`config.mk`:
```
export PLATFORM = sky130hd
export DESIGN_NAME = hopper_eject_delivery_sequencer
export DESIGN_NICKNAME = d
export VERILOG_FILES = /design/src/rtl/hes_pkg.sv /design/src/rtl/hes_apb_regs.sv /design/src/rtl/hes_core.sv /design/src/rtl/hopper_eject_delivery_sequencer.sv
export SDC_FILE = /design/constraint.sdc
export NUM_CORES = 1
export LEC_CHECK = 0
export BUFFER_PORTS_ARGS = -buffer_cell sky130_fd_sc_hd__buf_2
export CORE_ASPECT_RATIO = 2
export CORE_UTILIZATION = 56
export CTS_CLUSTER_SIZE = 12
export DETAILED_ROUTE_END_ITERATION = 8
export PLACE_DENSITY = 0.78
export SLEW_MARGIN = 20
export SYNTH_ARGS = -nofsm -noshare
export SYNTH_HDL_FRONTEND = slang
export SYNTH_SLANG_ARGS = --single-unit
```
`constraint.sdc`:
```
create_clock -name clk -period 5 [get_ports clk]
set_input_delay 0.75 -clock clk [delete_from_list [all_inputs] [get_ports clk]]
set_output_delay 0.75 -clock clk [all_outputs]
set_load 0.01 [all_outputs]
```
`src/rtl/hes_pkg.sv`:
```
// Shared types and constants for the hopper eject delivery sequencer.
// Holds the request/result payload structs, request and phase codes, register map.
// No dependencies.
`timescale 1ns / 1ps

package hes_pkg;

    // Request codes carried in req_type
    typedef enum logic [2:0] {
        REQ_TICK    = 3'd0,
        REQ_START   = 3'd1,
        REQ_ENABLE  = 3'd2,
        REQ_DISABLE = 3'd3,
        REQ_INIT    = 3'd4
    } req_code_t;

    // Sequencer phases
    typedef enum logic [1:0] {
        PH_IDLE       = 2'd0,
        PH_WAIT_READY = 2'd1,
        PH_EJECT      = 2'd2,
        PH_WAIT_DELIV = 2'd3
    } phase_t;

    // Configuration register indexes (byte address bits [3:2])
    localparam logic [1:0] REG_PULSE    = 2'd0;
    localparam logic [1:0] REG_DELIVERY = 2'd1;
    localparam logic [1:0] REG_RUN      = 2'd2;

    localparam int unsigned ADDR_W = 4;

    localparam logic [15:0] PULSE_RST    = 16'd50;
    localparam logic [15:0] DELIVERY_RST = 16'd1000;
    localparam logic [15:0] RUN_RST      = 16'd5000;

    typedef struct packed {
        logic [2:0]  req_type;
        logic [31:0] now_ms;
        logic        ball_ready_level;
        logic        ball_delivered_level;
        logic        continuous_mode;
    } req_t;

    typedef struct packed {
        logic   solenoid_drive;
        logic   running;
        logic   enabled_flag;
        phase_t phase;
        logic   run_timed_out;
        logic   ball_delivered_now;
    } rsp_t;

    typedef struct packed {
        logic [15:0] solenoid_pulse_ms;
        logic [15:0] delivery_timeout_ms;
        logic [15:0] run_timeout_ms;
    } cfg_t;

endpackage

```
`src/rtl/hes_apb_regs.sv`:
```
// APB configuration registers for the hopper eject delivery sequencer.
// Depends on hes_pkg for the register map, reset values and cfg_t.
`timescale 1ns / 1ps

module hes_apb_regs (
    input  logic                        clk,
    input  logic                        rst_n,
    input  logic                        psel,
    input  logic                        penable,
    input  logic                        pwrite,
    input  logic [hes_pkg::ADDR_W-1:0]  paddr,
    input  logic [31:0]                 pwdata,
    output logic [31:0]                 prdata,
    output logic                        pready,
    output hes_pkg::cfg_t               cfg
);

    logic [15:0] pulse_reg;
    logic [15:0] delivery_reg;
    logic [15:0] run_reg;
    logic        wr_en;
    logic [1:0]  reg_idx;

    assign pready  = 1'b1;
    assign wr_en   = psel && penable && pwrite;
    assign reg_idx = paddr[3:2];

    // Write registers on the access phase
    always_ff @(posedge clk or negedge rst_n)
    begin
        if (!rst_n)
        begin
            pulse_reg    <= hes_pkg::PULSE_RST;
            delivery_reg <= hes_pkg::DELIVERY_RST;
            run_reg      <= hes_pkg::RUN_RST;
        end
        else if (wr_en)
        begin
            case (reg_idx)
                hes_pkg::REG_PULSE:    pulse_reg    <= pwdata[15:0];
                hes_pkg::REG_DELIVERY: delivery_reg <= pwdata[15:0];
                hes_pkg::REG_RUN:      run_reg      <= pwdata[15:0];
                default: ;
            endcase
        end
    end

    // Read mux
    always_comb
    begin
        case (reg_idx)
            hes_pkg::REG_PULSE:    prdata = {16'd0, pulse_reg};
            hes_pkg::REG_DELIVERY: prdata = {16'd0, delivery_reg};
            hes_pkg::REG_RUN:      prdata = {16'd0, run_reg};
            default:               prdata = 32'd0;
        endcase
    end

    assign cfg.solenoid_pulse_ms   = pulse_reg;
    assign cfg.delivery_timeout_ms = delivery_reg;
    assign cfg.run_timeout_ms      = run_reg;

endmodule

```
`src/rtl/hes_core.sv`:
```
// Sequencer state and single-pass step logic for one request.
// Depends on hes_pkg for req_t, rsp_t, cfg_t and the phase/request codes.
`timescale 1ns / 1ps

module hes_core (
    input  logic          clk,
    input  logic          rst_n,
    input  logic          step_en,
    input  hes_pkg::req_t req,
    input  hes_pkg::cfg_t cfg,
    output hes_pkg::rsp_t rsp
);

    hes_pkg::phase_t phase_reg,  phase_next;
    logic            enable_reg, enable_next;
    logic            running_reg, running_next;
    logic            loop_reg,   loop_next;
    logic            coil_reg,   coil_next;
    logic [31:0]     run_stamp_reg,   run_stamp_next;
    logic [31:0]     phase_stamp_reg, phase_stamp_next;
    logic [31:0]     kick_stamp_reg,  kick_stamp_next;

    logic [31:0] run_elapsed;
    logic [31:0] phase_elapsed;
    logic [31:0] kick_elapsed;
    logic        run_expired;
    logic        deliv_expired;
    logic        pulse_done;
    logic        tmo;
    logic        dlv;

    // Elapsed times wrap modulo 2^32
    assign run_elapsed   = req.now_ms - run_stamp_reg;
    assign phase_elapsed = req.now_ms - phase_stamp_reg;
    assign kick_elapsed  = req.now_ms - kick_stamp_reg;
    assign run_expired   = run_elapsed   >= {16'd0, cfg.run_timeout_ms};
    assign deliv_expired = phase_elapsed >= {16'd0, cfg.delivery_timeout_ms};
    assign pulse_done    = kick_elapsed  >= {16'd0, cfg.solenoid_pulse_ms};

    // Next state for the request at the input
    always_comb
    begin
        phase_next       = phase_reg;
        enable_next      = enable_reg;
        running_next     = running_reg;
        loop_next        = loop_reg;
        coil_next        = coil_reg;
        run_stamp_next   = run_stamp_reg;
        phase_stamp_next = phase_stamp_reg;
        kick_stamp_next  = kick_stamp_reg;
        tmo              = 1'b0;
        dlv              = 1'b0;

        case (req.req_type)
            hes_pkg::REQ_TICK:
            begin
                if (enable_reg)
                begin
                    // Overall run timeout wins over the phase logic
                    if (phase_reg != hes_pkg::PH_IDLE && run_expired)
                    begin
                        tmo              = 1'b1;
                        coil_next        = 1'b0;
                        run_stamp_next   = req.now_ms;
                        phase_stamp_next = req.now_ms;
                        if (loop_reg)
                        begin
                            phase_next = hes_pkg::PH_WAIT_READY;
                        end
                        else
                        begin
                            running_next = 1'b0;
                            phase_next   = hes_pkg::PH_IDLE;
                        end
                    end
                    else
                    begin
                        case (phase_reg)
                            hes_pkg::PH_WAIT_READY:
                            begin
                                if (req.ball_ready_level)
                                begin
                                    coil_next       = 1'b1;
                                    kick_stamp_next = req.now_ms;
                                    phase_next      = hes_pkg::PH_EJECT;
                                end
                            end
                            hes_pkg::PH_EJECT:
                            begin
                                if (pulse_done)
                                begin
                                    coil_next        = 1'b0;
                                    phase_stamp_next = req.now_ms;
                                    phase_next       = hes_pkg::PH_WAIT_DELIV;
                                end
                            end
                            hes_pkg::PH_WAIT_DELIV:
                            begin
                                if (req.ball_delivered_level)
                                begin
                                    dlv              = 1'b1;
                                    run_stamp_next   = req.now_ms;
                                    phase_stamp_next = req.now_ms;
                                    if (loop_reg)
                                    begin
                                        phase_next = hes_pkg::PH_WAIT_READY;
                                    end
                                    else
                                    begin
                                        running_next = 1'b0;
                                        phase_next   = hes_pkg::PH_IDLE;
                                    end
                                end
                                else if (deliv_expired)
                                begin
                                    // Retry: go back and wait for another ball
                                    phase_stamp_next = req.now_ms;
                                    phase_next       = hes_pkg::PH_WAIT_READY;
                                end
                            end
                            default: ;
                        endcase
                    end
                end
            end
            hes_pkg::REQ_START:
            begin
                kick_stamp_next  = 32'd0;
                coil_next        = 1'b0;
                phase_stamp_next = req.now_ms;
                phase_next       = hes_pkg::PH_WAIT_READY;
                loop_next        = req.continuous_mode;
                enable_next      = 1'b1;
                running_next     = 1'b1;
                run_stamp_next   = req.now_ms;
            end
            hes_pkg::REQ_ENABLE:
            begin
                enable_next = 1'b1;
            end
            hes_pkg::REQ_DISABLE:
            begin
                coil_next   = 1'b0;
                enable_next = 1'b0;
            end
            hes_pkg::REQ_INIT:
            begin
                kick_stamp_next  = 32'd0;
                phase_stamp_next = 32'd0;
                coil_next        = 1'b0;
                run_stamp_next   = req.now_ms;
                enable_next      = 1'b0;
                running_next     = 1'b0;
                phase_next       = hes_pkg::PH_IDLE;
            end
            default: ;
        endcase
    end

    // Commit state when the request advances
    always_ff @(posedge clk or negedge rst_n)
    begin
        if (!rst_n)
        begin
            phase_reg       <= hes_pkg::PH_IDLE;
            enable_reg      <= 1'b0;
            running_reg     <= 1'b0;
            loop_reg        <= 1'b0;
            coil_reg        <= 1'b0;
            run_stamp_reg   <= 32'd0;
            phase_stamp_reg <= 32'd0;
            kick_stamp_reg  <= 32'd0;
        end
        else if (step_en)
        begin
            phase_reg       <= phase_next;
            enable_reg      <= enable_next;
            running_reg     <= running_next;
            loop_reg        <= loop_next;
            coil_reg        <= coil_next;
            run_stamp_reg   <= run_stamp_next;
            phase_stamp_reg <= phase_stamp_next;
            kick_stamp_reg  <= kick_stamp_next;
        end
    end

    // Result reflects the state after this request
    assign rsp.solenoid_drive     = coil_next;
    assign rsp.running            = running_next;
    assign rsp.enabled_flag       = enable_next;
    assign rsp.phase              = phase_next;
    assign rsp.run_timed_out      = tmo;
    assign rsp.ball_delivered_now = dlv;

endmodule

```
`src/rtl/hopper_eject_delivery_sequencer.sv`:
```
// Top level of the hopper eject delivery sequencer: input register, core, result register.
// Depends on hes_pkg, hes_apb_regs and hes_core.
`timescale 1ns / 1ps

// Ball-hopper solenoid sequencer. Each request (tick, start run, enable, disable,
// init) is taken into an input register, stepped through the sequencer state by
// combinational logic, and its status lands in a result register. One request is
// accepted every clock cycle while results are being taken; a result waits in the
// result register until it is taken. The rate rests on the combinational state
// update (three 32-bit wrap-around subtract-and-compare checks against the
// configured millisecond limits).
// Configuration over APB: 0x0 solenoid pulse, 0x4 delivery timeout, 0x8 run timeout,
// each 16 bits; write them only while no request is in flight.
module hopper_eject_delivery_sequencer (
    input  logic                        clk,
    input  logic                        rst_n,
    input  logic                        in_valid,
    output logic                        in_ready,
    input  hes_pkg::req_t               in_data,
    output logic                        out_valid,
    input  logic                        out_ready,
    output hes_pkg::rsp_t               out_data,
    input  logic                        psel,
    input  logic                        penable,
    input  logic                        pwrite,
    input  logic [hes_pkg::ADDR_W-1:0]  paddr,
    input  logic [31:0]                 pwdata,
    output logic [31:0]                 prdata,
    output logic                        pready
);

    logic          in_vld_reg;
    hes_pkg::req_t in_data_reg;
    logic          out_vld_reg;
    hes_pkg::rsp_t out_data_reg;
    logic          advance;
    hes_pkg::cfg_t cfg;
    hes_pkg::rsp_t rsp;

    hes_apb_regs u_regs (
        .clk     (clk),
        .rst_n   (rst_n),
        .psel    (psel),
        .penable (penable),
        .pwrite  (pwrite),
        .paddr   (paddr),
        .pwdata  (pwdata),
        .prdata  (prdata),
        .pready  (pready),
        .cfg     (cfg)
    );

    hes_core u_core (
        .clk     (clk),
        .rst_n   (rst_n),
        .step_en (advance),
        .req     (in_data_reg),
        .cfg     (cfg),
        .rsp     (rsp)
    );

    // Advance the held request when the result register can take it
    assign advance  = in_vld_reg && (!out_vld_reg || out_ready);
    assign in_ready = !in_vld_reg || advance;

    // Input register
    always_ff @(posedge clk or negedge rst_n)
    begin
        if (!rst_n)
        begin
            in_vld_reg <= 1'b0;
        end
        else if (in_ready)
        begin
            in_vld_reg <= in_valid;
        end
    end

    always_ff @(posedge clk)
    begin
        if (in_ready && in_valid)
        begin
            in_data_reg <= in_data;
        end
    end

    // Result register: load on advance, drop once taken
    always_ff @(posedge clk or negedge rst_n)
    begin
        if (!rst_n)
        begin
            out_vld_reg <= 1'b0;
        end
        else if (advance)
        begin
            out_vld_reg <= 1'b1;
        end
        else if (out_ready)
        begin
            out_vld_reg <= 1'b0;
        end
    end

    always_ff @(posedge clk)
    begin
        if (advance)
        begin
            out_data_reg <= rsp;
        end
    end

    assign out_valid = out_vld_reg;
    assign out_data  = out_data_reg;

    // The solenoid is only ever energized while ejecting
    a_coil_in_eject: assert property (@(posedge clk) disable iff (!rst_n)
        (out_valid && out_data.solenoid_drive) |-> (out_data.phase == hes_pkg::PH_EJECT))
        else $error("solenoid driven outside the eject phase");

    // Any active phase belongs to a run
    a_phase_running: assert property (@(posedge clk) disable iff (!rst_n)
        (out_valid && out_data.phase != hes_pkg::PH_IDLE) |-> out_data.running)
        else $error("active phase without a run in progress");

    // Timeout and delivery never report on the same request
    a_tmo_dlv_excl: assert property (@(posedge clk) disable iff (!rst_n)
        out_valid |-> !(out_data.run_timed_out && out_data.ball_delivered_now))
        else $error("timeout and delivery on one request");

    // A delivery ends the cycle in idle or wait ready
    a_dlv_phase: assert property (@(posedge clk) disable iff (!rst_n)
        (out_valid && out_data.ball_delivered_now) |->
            (out_data.phase == hes_pkg::PH_IDLE || out_data.phase == hes_pkg::PH_WAIT_READY))
        else $error("delivery left the sequencer in a busy phase");

endmodule

```
After elaboration in Yosys (flattened, before gate mapping):

Cells that the tools add are included.

* output and inout port bits: 42
* word-level logic and storage cells: 123
* register bits: 197
* input bits: 81

* bitwise gates (word level): 3
* add/sub/neg operators: 3
* mux-type cells: 44
* equal/unequal tests: 18
* order comparisons: 3
* reductions and logical operators: 28

Operator list (count)
* $mux 32: 13
* $pmux 32 s2: 3
* $ge 32x16->1: 3
* $pmux 32 s3: 1
* $sub 32x32->32: 3
* $pmux 16 s3: 1
* $mux 1: 14
* $mux 2: 6
* $pmux 2 s3: 2
* $reduce_and 6->1: 2
* $reduce_and 2->1: 5
* $ne 4x2->1 const B: 2
* $eq 2x2->1 const B: 3
* $eq 3x2->1 const B: 2
* $ne 2x2->1 const B: 3
* $pmux 1 s2: 3
* $reduce_bool 2->1: 3
* $reduce_or 2->1: 3
* $logic_and 1x1->1: 5
* $ne 5x3->1 const B: 1
* $reduce_and 5->1: 1
* $eq 2x1->1 const B: 2
* $reduce_or 4->1: 1
* $eq 3x1->1 const B: 1
* 12 further kinds: 16

Logic depth before layout (Yosys ltp):

* depth in word-level cells: 8
* depth in mapped cells: 23

Modules after synthesis:

A second synthesis with hierarchy kept.

* cell total of the unflattened synthesis: 1704
* area, all modules: 15693.8 um^2

By module, submodules not included
* hes_core: area each 11888.9 um^2, instances 1, cells each 1473
* hes_apb_regs: area each 2349.8 um^2, instances 1, cells each 178
* hopper_eject_delivery_sequencer: area each 1455.1 um^2, instances 1, cells each 53

Worst setup path after synthesis:

OpenSTA, ideal clock, no wires.

* kind: reg-to-reg
* from: register in_data_reg[3] in the netlist's numbering
* to: register u_core.phase_stamp_reg[0]
* path buffers: 0
* path slack: 0.094 ns
* arrival time: 4.781 ns
* period minus slack after synthesis: 4.906 ns
* setup time: 0.125 ns
* cell stages (with the launch flop): 21
* required time: 4.875 ns
* cells stage by stage: edfxtp_1 > inv_1 > ha_1 > inv_1 > fa_1 > a211oi_1 > o211ai_1 > a21boi_0 > o21ai_0 > xor2_1 > ha_1 > nor2b_1 > o21ai_0 > o2111ai_1 > or4_1 > a2111oi_0 > nand4_1 > nor4b_2 > nor2_4 > a21oi_4 > mux2_4

* cells in the longest elaborated chain, start to end: 6
* elaborated cells on any way between the ends: 18

RTL lines
* from (decl): RTL line hopper_eject_delivery_sequencer.sv:33 `hes_pkg::req_t in_data_reg;`
* from (signal assigned): RTL line hopper_eject_delivery_sequencer.sv:83 `in_data_reg <= in_data;`
* $sub 32x32->32 / $mux 32 (equally long branches): RTL line hes_core.sv:33, hes_core.sv:114
* $ge 32x16->1 / $mux 32 (equally long branches): RTL line hes_core.sv:36, hes_core.sv:99
* $logic_and 1x1->1 / $pmux 32 s2 (equally long branches): RTL line hes_core.sv:60, hes_core.sv:78
* $mux 32: RTL line hes_core.sv:60 `if (phase_reg != hes_pkg::PH_IDLE && run_expired)`
* $mux 32: RTL line hes_core.sv:57 `if (enable_reg)`
* $pmux 32 s3: RTL line hes_core.sv:54 `case (req.req_type)`
* to (signal assigned): RTL line hes_core.sv:182 `phase_stamp_reg <= phase_stamp_next;`
* to (decl): RTL line hes_core.sv:20 `logic [31:0] phase_stamp_reg, phase_stamp_next;`

Several ways; a longest one is shown, not always the timed one. The select of a mux whose other input is x is not followed.
A chain may end at the register's enable or synchronous reset.

Worst setup path after layout:

* from: register in_data_reg[8] in the netlist's numbering
* to: register u_core.phase_stamp_reg[31]

* cells in the longest elaborated chain, start to end: 6
* elaborated cells on any way between the ends: 14

RTL lines
* $sub 32x32->32: RTL line hes_core.sv:33 `assign run_elapsed = req.now_ms - run_stamp_reg;`
* $ge 32x16->1: RTL line hes_core.sv:36 `assign run_expired = run_elapsed >= {16'd0, cfg.run_timeout_ms};`
* $logic_and 1x1->1: RTL line hes_core.sv:60
* $mux 32: RTL line hes_core.sv:60
* $mux 32: RTL line hes_core.sv:57
* $pmux 32 s3: RTL line hes_core.sv:54

Several ways; a longest one is shown, not always the timed one. The select of a mux whose other input is x is not followed.

==> impl_metrics.toml <==
[final_layout]
fin_nets = 2243
num-fill-cells = 2141
stdcell_count = 2378
diodes = 0
drive_gt1_share_pct = 23.7
largest_reg_flops = 38
area_delta_synth_final_pct = 21.6

[setup_path]
crit_arrival_ns = 5.47
startpoint = "in_data_reg[8]"
crit_path_cell_trace = "buf_4 -> buf_4 -> ha_1 -> nand2_1 -> nand2_1 -> a311o_1 -> o21a_4 -> nand2b_1 -> a31oi_1 -> xnor2_1 -> ha_1 -> nand4_1 -> buf_4 -> nor2_1 -> o2111ai_1 -> o21ai_1 -> a2111o_1 -> a2111oi_4 -> a41oi_2 -> a21oi_4 -> buf_12 -> buf_16 -> mux2_4"
worstPathBufferInverterCount = 5
crit_end = "u_core.phase_stamp_reg[31]"
critPathMaxStageDelay_ns = 0.46
worstSetupEndpointType = "register"
r2r-start = "in_data_reg[8]"
path_max_fanout = 4
worst-path-stages = 23
worstSetupPathType = "register to register"
cpMaxStageDelayCell = "edfxtp_1"
cp_top_family = "compound AO/OA/AOI/OAI gates"
critPathRequiredTime_ns = 5.35
crit_top_cell = "buf_4"
reg2reg_slack_ns = -0.12
reg2reg_to = "u_core.phase_stamp_reg[31]"
ff2ff_path_depth = 23
cp-start-kind = "register"

[logic_synthesis]
synth-edff-count = 45
avgSynthCellArea_sq_um = 8.64
yosysTopAreaCell = "dfrtp_1"
synth_area_sq_mm = 0.0156
synthArstFlopShare_pct = 77.2
synthTopCellsByArea = "dfrtp_1 (22%), ha_1 (12%), edfxtp_1 (8.7%)"
seq_area_frac_synth_pct = 33.2
ys.flop_type = "dfrtp_1"
synthCells = 1802
synth_top_area_share_pct = 22.2
synthDistinctLibCells = 103
yosysWarnings = 0
ys_seq_elements = 197

[floorplanning]
die_h_um = 238
placementRows = 86
core-area_sq_mm = 0.0274
initial_utilization_pct = 56.7
die_area_sq_mm = 0.0285
ios = 123
die_w_um = 120

[timing]
timing.final.ws_setup_ns = -0.117
max_freq_ghz = 0.195
finalHoldViolCount = 0
finalSetupViolCount = 70
slew_headroom_pct = 22.2
fin_setup_tns_ns = -2.44
rsz0062_at_grt = "yes"
worst_pin_slew_ns = 1.15
fin_skew_ns = 0.0105
fin_crit_sh_pct = 102
min_period_ns = 5.12
slew_violations = 0

[detailed_routing]
ant_nets = 0
wl_per_cell_um = 21.5
drt-initial-drc-count = 763
vias = 14497
dr.pass1.iters = 6
wl_mm = 51.1
drc = 0
via_per_inst = 6.10

[clock_network]
cts.sinks = 197
worstSkewPairLatency_ns = 0.47
cts-root-buf = "clkbuf_16"
ctsHoldBuffers = 0
cts_buffers = 17
htree_levels = 4
clock_path_buffers = 2
cts_tree = "done"
clkSlewWorstSetupHoldPaths_ns = 0.07

[placement]
dp_hpwl_mm = 37.8
globalplace.congestion = 0.998
port-buffer-count = 87
dpl.cell_count = 2299

[global_route]
antenna_found_initial = 1
grt_usage_pct = 36.1
grt_pass1_wl_mm = 77.2
grt_pass1_vias = 14581
grt_overflow_total = 0
grt_max_degree = 81

[status]
violations = "setup timing"
status = "complete, but fails checks"

[power_and_ir_drop]
power_per_cell_area_mw_per_mm2 = 410
p_leak_nw = 8.73
peakVddDrop_mv = 0.259

[job]
max-cap-violations = 0

[hold_path]
hold_path_class = "input pin to asynchronous set/reset pin"
repair_timing:
| item | in CTS | in global routing |
|---|---|---|
| gates resized for setup | 109 | 99 |
| pin swaps | 61 | 33 |
| hold endpoints to repair | 0 | 0 |
| buffers inserted | 29 | 11 |
| gates cloned | 9 | 1 |
| setup endpoints to repair | 106 | 106 |
synth_stat cells (all sizes together), types with 20 or more instances:
cell type and count:
o21ai 152, xor2 26, xnor2 35, o21a 22, a21oi 133, nand2 237
o211ai 21, dfrtp 138, mux2 27, clkbuf 51, nor3 20, ha 146
nand4 32, buf 40, mux2i 83, nor2 78, nand3 30, edfxtp 45
inv 200, a21o 25
metal layers:
metal	vias up	GRT usage, %	share of wire, %
li1	6756	-	-
met1	6961	32.5	32
met2	538	65.6	52
met3	240	6.05	4.1
met4	2	36.5	11
met5	-	0	0.027
placed cells by master (no fill, tap or decap), types with 11 or more instances in the layout:
master,count
nand2_1,203
inv_1,198
buf_4,139
ha_1,138
dfrtp_1,138
a21oi_1,120
o21ai_0,104
buf_2,86
mux2i_1,81
nor2_1,74
edfxtp_1,45
xnor2_1,35
nand4_1,32
nand3_1,30
o21ai_1,29
xor2_1,26
a21o_1,25
nand2_2,22
mux2_2,22
o211ai_1,21
o21a_1,21
nand2b_1,19
o21ai_2,19
clkbuf_16,19
nor2b_1,17
conb_1,17
buf_6,17
nor3_1,16
a211oi_1,15
buf_12,14
dfstp_2,14
o21bai_1,13
a21oi_2,12
nand2_4,12
and3_1,11
kinds of logic (layout without fill, tap and decap cells):
logic type	after synthesis	in the layout	share of synthesized area, %
compound gates	479	480	20.0
mux	110	110	7.34
other cells	2	17	0.0482
flops	197	197	33.2
buf+inv	294	502	8.32
xor+xnor	61	61	3.43
fa+ha+maj	149	149	12.1
simple gates	510	510	15.5
cell type report:
type | count | area [sq um] | share of cell area [%]
Clock inverter | 11 | 139 | 0.734
Clock buffer | 21 | 493 | 2.60
Tap cell | 352 | 440 | 2.33
Sequential cell | 197 | 5170 | 27.3
Timing Repair Buffer | 269 | 2180 | 11.5
Multi-Input combinational cell | 1327 | 9750 | 51.5
Inverter | 201 | 754 | 3.99
per-stage QoR:
stage	total power [mW]	worst slack (ns)	hold slack (ns)	utilization, %	instance area, sq um
after floorplan	4.68	0.0939	0.454	-	15600
after global placement	5.69	-0.343	0.459	62.3	17100
after CTS	7.55	-0.166	0.351	67.6	18600
after global routing	8.22	-0.359	0.357	69.0	18900
final	7.76	-0.117	0.290	69.0	18900
after detailed placement	5.82	-0.394	0.467	62.3	17100
where the power goes:
group | internal [mW] | switching [mW] | total, mW
sequential | 1.97 | 0.187 | 2.15
clock | 0.819 | 0.670 | 1.49
combinational | 1.77 | 2.35 | 4.12
total | 4.55 | 3.21 | 7.76
how the worst min path moves through the flow:
stage / startpoint / end / slack, ns / cells past startpoint
detailed placement: in_data_reg[0] / u_core.loop_reg / 0.47 / 1
CTS: rst_n / u_core.phase_stamp_reg[2] / 0.35 / 1
floorplan: rst_n / in_vld_reg / 0.45 / 0
global placement: in_data_reg[0] / u_core.loop_reg / 0.46 / 1
global route: rst_n / u_core.phase_stamp_reg[2] / 0.36 / 1
finish: rst_n / u_core.phase_stamp_reg[2] / 0.29 / 1
Note: power is estimated with default switching activity, not from simulation.
